`config.mk`:
```
export PLATFORM = sky130hd
export DESIGN_NAME = ppm_queue
export DESIGN_NICKNAME = d
export VERILOG_FILES = /design/src/hw/rtl/perspective_point_map_macros.svh /design/src/hw/rtl/ppm_pkg.sv /design/src/hw/rtl/ppm_queue.sv
export SDC_FILE = /design/constraint.sdc
export NUM_CORES = 1
export LEC_CHECK = 0
export ABC_CLOCK_PERIOD_IN_PS = 8700
export BUFFER_PORTS_ARGS = -buffer_cell sky130_fd_sc_hd__buf_2
export CAP_MARGIN = 10
export CORE_ASPECT_RATIO = 0.6
export CORE_MARGIN = 2
export CORE_UTILIZATION = 60
export CTS_CLUSTER_SIZE = 16
export DETAILED_ROUTE_END_ITERATION = 8
export HOLD_SLACK_MARGIN = 0.03
export PLACE_DENSITY = 0.83
export SLEW_MARGIN = 20
export SYNTH_ARGS = -nofsm -noshare
export SYNTH_HDL_FRONTEND = slang
export SYNTH_SLANG_ARGS = --single-unit
```
`constraint.sdc`:
```
create_clock -name clk -period 8.7 [get_ports clk]
set_clock_uncertainty 0.15 [all_clocks]
set_input_delay 0.87 -clock clk [delete_from_list [all_inputs] [get_ports clk]]
set_output_delay 0.87 -clock clk [all_outputs]
set_load 0.05 [all_outputs]
```
`src/hw/rtl/perspective_point_map_macros.svh`:
```
// ----------------------------------------------------------------------------
// perspective point map assertion macros
// shared concurrent assertion forms, clocked on clk, off during rst
// ----------------------------------------------------------------------------
`ifndef PERSPECTIVE_POINT_MAP_MACROS_SVH
`define PERSPECTIVE_POINT_MAP_MACROS_SVH

// same-cycle implication
`define PPM_ASSERT_NOW(label, ante, cons) \
  label: assert property (@(posedge clk) disable iff (rst) (ante) |-> (cons)) \
    else $error("ppm check failed");

// next-cycle implication
`define PPM_ASSERT_NEXT(label, ante, cons) \
  label: assert property (@(posedge clk) disable iff (rst) (ante) |=> (cons)) \
    else $error("ppm check failed");

`endif

```
`src/hw/rtl/ppm_pkg.sv`:
```
// ----------------------------------------------------------------------------
// ppm_pkg
// types, widths and helpers shared by the perspective point map
// ----------------------------------------------------------------------------
package ppm_pkg;

  localparam int COEF_W   = 48;
  localparam int COEF_N   = 8;
  localparam int IDX_W    = 4;
  localparam int PIX_W    = 12;
  localparam int PROD_W   = 61;
  localparam int SUM_W    = 63;
  localparam int MAG_W    = 62;
  localparam int REM_W    = 63;
  localparam int QB       = 33;
  localparam int FRAC     = 16;
  localparam int PRE      = QB - FRAC;
  localparam int Q_DEPTH  = 4;
  localparam int Q_AW     = 2;
  localparam int Q_CW     = 3;

  localparam logic [COEF_W-1:0] COEF_ONE = 48'h0001_0000_0000;
  localparam logic [2:0] IDX_M11 = 3'd0;
  localparam logic [2:0] IDX_M22 = 3'd4;

  typedef struct packed {
    logic x_neg;
    logic y_neg;
    logic z_neg;
    logic z_zero;
    logic big_x;
    logic big_y;
  } ppm_side_t;

  typedef struct packed {
    logic [MAG_W-1:0] nx;
    logic [MAG_W-1:0] ny;
    logic [MAG_W-1:0] dz;
    ppm_side_t        side;
  } ppm_item_t;

  typedef struct packed {
    logic            full;
    logic            empty;
    logic [Q_CW-1:0] count;
  } ppm_qstat_t;

  typedef struct packed {
    logic [REM_W-1:0] rx;
    logic [REM_W-1:0] ry;
    logic [QB-1:0]    lqx;
    logic [QB-1:0]    lqy;
    logic [MAG_W-1:0] d;
    ppm_side_t        side;
  } ppm_stage_t;

  typedef struct packed {
    logic [REM_W-1:0] r;
    logic [QB-1:0]    lq;
  } ppm_div_t;

  typedef struct packed {
    logic        flag;
    logic [15:0] val;
  } ppm_sat_t;

  // one restoring division step: next dividend bit in, one quotient bit out
  function automatic ppm_div_t div_step(logic [REM_W-1:0] r, logic [QB-1:0] lq,
                                        logic [MAG_W-1:0] d);
    logic [REM_W-1:0] t;
    ppm_div_t         o;
    t = {r[REM_W-2:0], lq[QB-1]};
    if (t >= REM_W'(d)) begin
      o.r  = t - REM_W'(d);
      o.lq = {lq[QB-2:0], 1'b1};
    end else begin
      o.r  = t;
      o.lq = {lq[QB-2:0], 1'b0};
    end
    return o;
  endfunction

  // signed result from magnitude and sign, clamped to 16 bits
  function automatic ppm_sat_t sat16(logic [18:0] mag, logic neg);
    ppm_sat_t o;
    if (!neg) begin
      o.flag = (mag > 19'd32767);
      o.val  = o.flag ? 16'h7FFF : mag[15:0];
    end else begin
      o.flag = (mag > 19'd32768);
      o.val  = o.flag ? 16'h8000 : 16'(~mag[15:0] + 16'd1);
    end
    return o;
  endfunction

endpackage

```
`src/hw/rtl/ppm_queue.sv`:
```
// ----------------------------------------------------------------------------
// ppm_queue
// short register queue between the front and the divider pipeline
// ----------------------------------------------------------------------------
module ppm_queue (
  input  logic                clk,
  input  logic                rst,
  input  logic                push,
  input  ppm_pkg::ppm_item_t  din,
  input  logic                pop,
  output ppm_pkg::ppm_item_t  dout,
  output ppm_pkg::ppm_qstat_t stat
);
  import ppm_pkg::*;

  ppm_item_t       mem [Q_DEPTH];
  logic [Q_AW-1:0] wptr, rptr;
  logic [Q_CW-1:0] count;

  always_ff @(posedge clk) begin
    if (rst) begin
      wptr  <= '0;
      rptr  <= '0;
      count <= '0;
    end else begin
      if (push) begin
        wptr <= wptr + 1'b1;
      end
      if (pop) begin
        rptr <= rptr + 1'b1;
      end
      if (push && !pop) begin
        count <= count + 1'b1;
      end else if (pop && !push) begin
        count <= count - 1'b1;
      end
    end
  end

  always_ff @(posedge clk) begin
    if (push) begin
      mem[wptr] <= din;
    end
  end

  assign dout       = mem[rptr];
  assign stat.count = count;
  assign stat.full  = (count == Q_CW'(Q_DEPTH));
  assign stat.empty = (count == '0);

endmodule

```
; Yosys cells after proc, flatten, opt, wreduce, memory -nomap -nowiden
; Memory sizes are Yosys's and may differ from the RTL's. A register that Yosys moved wholly into a read port is not among the register bits.
; Cells that the tools add are included.
[classes]
muxes = 6
n_mul = 0
bitwise_logic = 0
reduce_logical = 6
add_sub_neg = 4
n_lt_le_gt_ge = 0
eq_ne = 1
div_mod_pow = 0
shifts = 0
[op_table]
columns = operator, n
row1 = 3-bit 2-to-1 mux, 2
row2 = 2-bit by 1-bit adder with 2-bit output (second input constant), 2
row3 = 2-bit 2-to-1 mux, 2
row4 = 3-bit by 1-bit adder with 3-bit output (second input constant), 1
row5 = 3-bit equality test (second input constant), 1
row6 = 3-bit zero test, 1
row7 = 3-bit by 1-bit subtractor with 3-bit output (second input constant), 1
row8 = 1-bit logical AND, 2
row9 = 1-bit zero test, 2
row10 = 1-bit 2-to-1 mux, 2
row11 = 2-bit nonzero test, 1
[word_totals]
register_bits = 7
mem_bits_ro = 0
input_bits = 196
latch_bits = 0
ram_bits = 768
out_inout_bits = 197
memories = 1
[mem_list]
columns = name, words, word_bits, read_ports, rd_ports_with_merged_regs, wr, line_no
row1 = mem, 4, 192, 1, 1, 1, ppm_queue.sv:16  ; ppm_item_t mem [Q_DEPTH];

; Longest topological paths before layout
[logic_depth]
depth_word = 4
ltp_mapped = 7
depth_no_buf = 7

; Least setup slack after synthesis
; No wires, ideal clock.
[synth_timing]
path_type = input port to flip-flop
startpoint = in push
endpoint = mem mem[0][0] (netlist name), enable pin
required_ns = 7.975
arrival_ns = 5.229
path_buffers = 0
stages = 1
slack_ns = 2.746
cell_sequence = and2_1
[synth_via]
elab_chain_len = 2
[synth_lines]
columns = element, line_no
row1 = start: declaration, ppm_queue.sv:8  ; input logic push,
row2 = 1-bit 2-to-1 mux, ppm_queue.sv:41  ; if (push) begin
row3 = 1-bit 2-to-1 mux (implied by the code), ppm_queue.sv:42  ; mem[wptr] <= din;
row4 = end: declaration, ppm_queue.sv:16
; Every way passes these cells.

==> flow_summary.toml <==
[pwr]
power_density_nw_per_um2 = 258
report.power.total_uw = 8500
power.static_leakage_uw = 0.0110
ir_drop_mv = 0.288

[hold_path]
min_path_cells = 1
holdCritStartpoint = "din[12]"
min_to = "mem[3][12]$_DFFE_PP_"
worst_hold_path_type = "in2reg"

[worst_setup_path]
crit_arrival_ns = 3.44
path_cells = "buf_4 > buf_4 > mux4_2 > buf_2"
crit_required_ns = 7.68
cp_max_fo = 57
cp_common_cell = "buf_4"
worst_r2r_endpoint = "mem[2][168]$_DFFE_PP_"
cp_top_family = "buffers and inverters"
rrSetupSlack_ns = 5.86
worst-r2r-cell-count = 4
critical_path.endpoint_type = "output pin"
critical_path.startpoint_type = "flop"
crit_slowest_cell = "buf_4"
max_stage_delay_ns = 0.77
critical_path_start_end_classification = "reg2out"
timing.critical_path.buf_inv = 3
rr_startpoint = "wptr[0]$_SDFFE_PP0P_"

[yosys]
synth_nets = 1249
postSynthCellCount = 1047
cell_types_occupying_the_most_area_after_synthesis = "edfxtp_1 (81%), mux4_2 (15%), buf_12 (1.4%), dfxtp_1 (0.64%), buf_2 (0.32%)"
post_synth.cell_area_avg_sq_um = 27.1
netlist.area_leader.share_pct = 81.4
synth-seq-area-share_pct = 82.0
post-synth-top-area-cell = "edfxtp_1"
ys_types = 22
combined_area_of_all_synthesized_cells_sq_um = 28300
yosys_warnings = 0
ys_ff_latch = 777

[placement]
port_buffers = 392
dp.final_hpwl_um = 32300
gp_congestion = 0.729

[sta]
finalHoldViolCount = 0
min_period_over_period_pct = 51.2
finalWorstPathRequiredPeriod_ns = 4.46
slew_violations = 0
finalSetupViolations = 0
highest_clock_rate_mhz = 224
finalSetupTns_ns = 0
rsz0062_at_grt = "false"
tightest_slew_ns = 1.10
slew_headroom_pct = 26.9

[detailed_routing]
detail_route.wirelength_um = 56500
drc_marker_count_from_the_first_detailed_route_iteration = 1165
route.antenna.remaining_nets = 0
wl_per_cell_um = 26.0
route.vias.total = 12768
remaining_drc_errors = 0
dr.pass1.iters = 5
vias_per_cell = 5.88

[clock_network]
path_clk_slew_ns = 0.06
cts_inserted_buffers = 67
htree_num_levels = 3
cts_post_setup_buffers_inserted = 0
clock_sinks = 777
cts_tree = "built"
cts-root-buf = "clkbuf_16"
cts_resized = 0
worstSkewPairLatency_ns = 0.58
max-clock-path-buffers = 3
cts_stage_hold_buffer_count = 0

[global_route]
grt.total_usage_pct = 23.2
grt_pass1_wl_um = 83500
grt_start_max_net_pins = 137
grt_pass1_vias = 13184
antenna_found_initial = 18
globalRoute.totalOverflow = 0

[layout]
finalNetCount = 1676
finish.utilization_pct = 70.8
layout-area-overhead-vs-synth_pct = 16.1
drive_above_1_share_pct = 45.7

[floorplan]
fp.coreArea_sq_um = 46500
top_level_ports = 393
placementRows = 61
chipHeight_um = 172
initial_standard_cell_utilization_of_the_core_pct = 61.0
floorplan.die_area_sq_um = 49000
fp.dieW_um = 285

[outcome]
run_status = "complete, no violations"

[run]
cap_violations = 0
where the power goes:
part           internal [uW]  switching, uW
sequential              4300           64.2
clock                   1650           1280
combinational            343            855
total                   6300           2200
final cells by class:
cell class	instances	area [sq um]
Timing Repair Buffer	402	2090
Clock inverter	35	342
Inverter	4	15.0
Multi-Input combinational cell	222	4560
Tap cell	630	788
Sequential cell	777	23200
Clock buffer	88	1830
Fill cell	2636	13600
Antenna cell	12	30.0
Yosys cell counts, drive strengths merged:
cell    count
dfxtp       9
mux4      192
edfxtp    768
clkbuf      4
inv         4
xor2        3
nor2        7
fa          1
ha          5
mux2i       2
buf        40
a21oi       1
o21ai       1
or3         1
nor3        1
xnor2       2
nand2       1
and2        4
nor3b       1
metal layers:
layer | GRT usage (%) | routed length, um
met1 | 31.0 | 21900
met2 | 38.1 | 28900
met3 | 6.32 | 4200
met4 | 7.46 | 1500
met5 | 0 | 36
metrics by stage:
stage	cell area, sq um	setup slack, ns	std cells	hold WS [ns]
3_3_place_gp	30700	4.86	2035	0.349
3_5_place_dp	30700	4.84	2035	0.369
4_1_cts	32900	4.20	2158	0.312
2_1_floorplan	28300	2.75	1047	0.335
5_1_grt	32900	3.99	2166	0.320
6_report	32900	4.24	2170	0.346
registers in the layout (all words and copies together) (netlist names), named ones only:
register / count
mem: 768
count: 3
rptr: 2
wptr: 2
cells by family after synthesis:
group	share of synthesized area [%]
XOR/XNOR	0.155
AND/OR/NAND/NOR	0.261
flip-flops	82.0
adder cells (fa/ha/maj)	0.291
multiplexers	15.3
AO/OA/AOI/OAI	0.0353
buffers and inverters	1.90
how the worst max path moves through the flow:
| stage | endpoint | depth (start not counted) | slack, ns |
|---|---|---|---|
| 5_1_grt | dout[152] | 3 | 3.99 |
| 4_1_cts | dout[171] | 4 | 4.20 |
| 3_3_place_gp | dout[156] | 4 | 4.86 |
| 6_report | dout[152] | 4 | 4.24 |
| 2_1_floorplan | mem[0][0]$_DFFE_PP_ | 1 | 2.75 |
| 3_5_place_dp | dout[171] | 4 | 4.84 |
placed cells by master, fill, tap and decap left out:
cell,synthesis,final
a21oi_1,1,1
and2_4,0,4
buf_12,20,4
buf_2,18,392
buf_4,1,6
bufinv_16,0,5
clkbuf_1,4,16
clkbuf_16,0,69
clkbuf_8,0,3
clkinv_1,0,8
clkinv_2,0,11
clkinv_4,0,1
clkinv_8,0,2
clkinvlp_4,0,4
dfxtp_1,9,7
dfxtp_4,0,2
diode_2,0,12
edfxtp_1,768,768
fa_1,1,1
ha_1,5,5
inv_1,4,4
inv_6,0,4
mux2i_1,2,2
mux4_2,192,192
nand2_1,1,1
nor2_1,7,7
nor3_1,1,1
nor3b_1,1,1
o21ai_0,1,1
or3_1,1,1
xnor2_1,2,2
xor2_1,3,3
(Power assumes the default switching activity.)
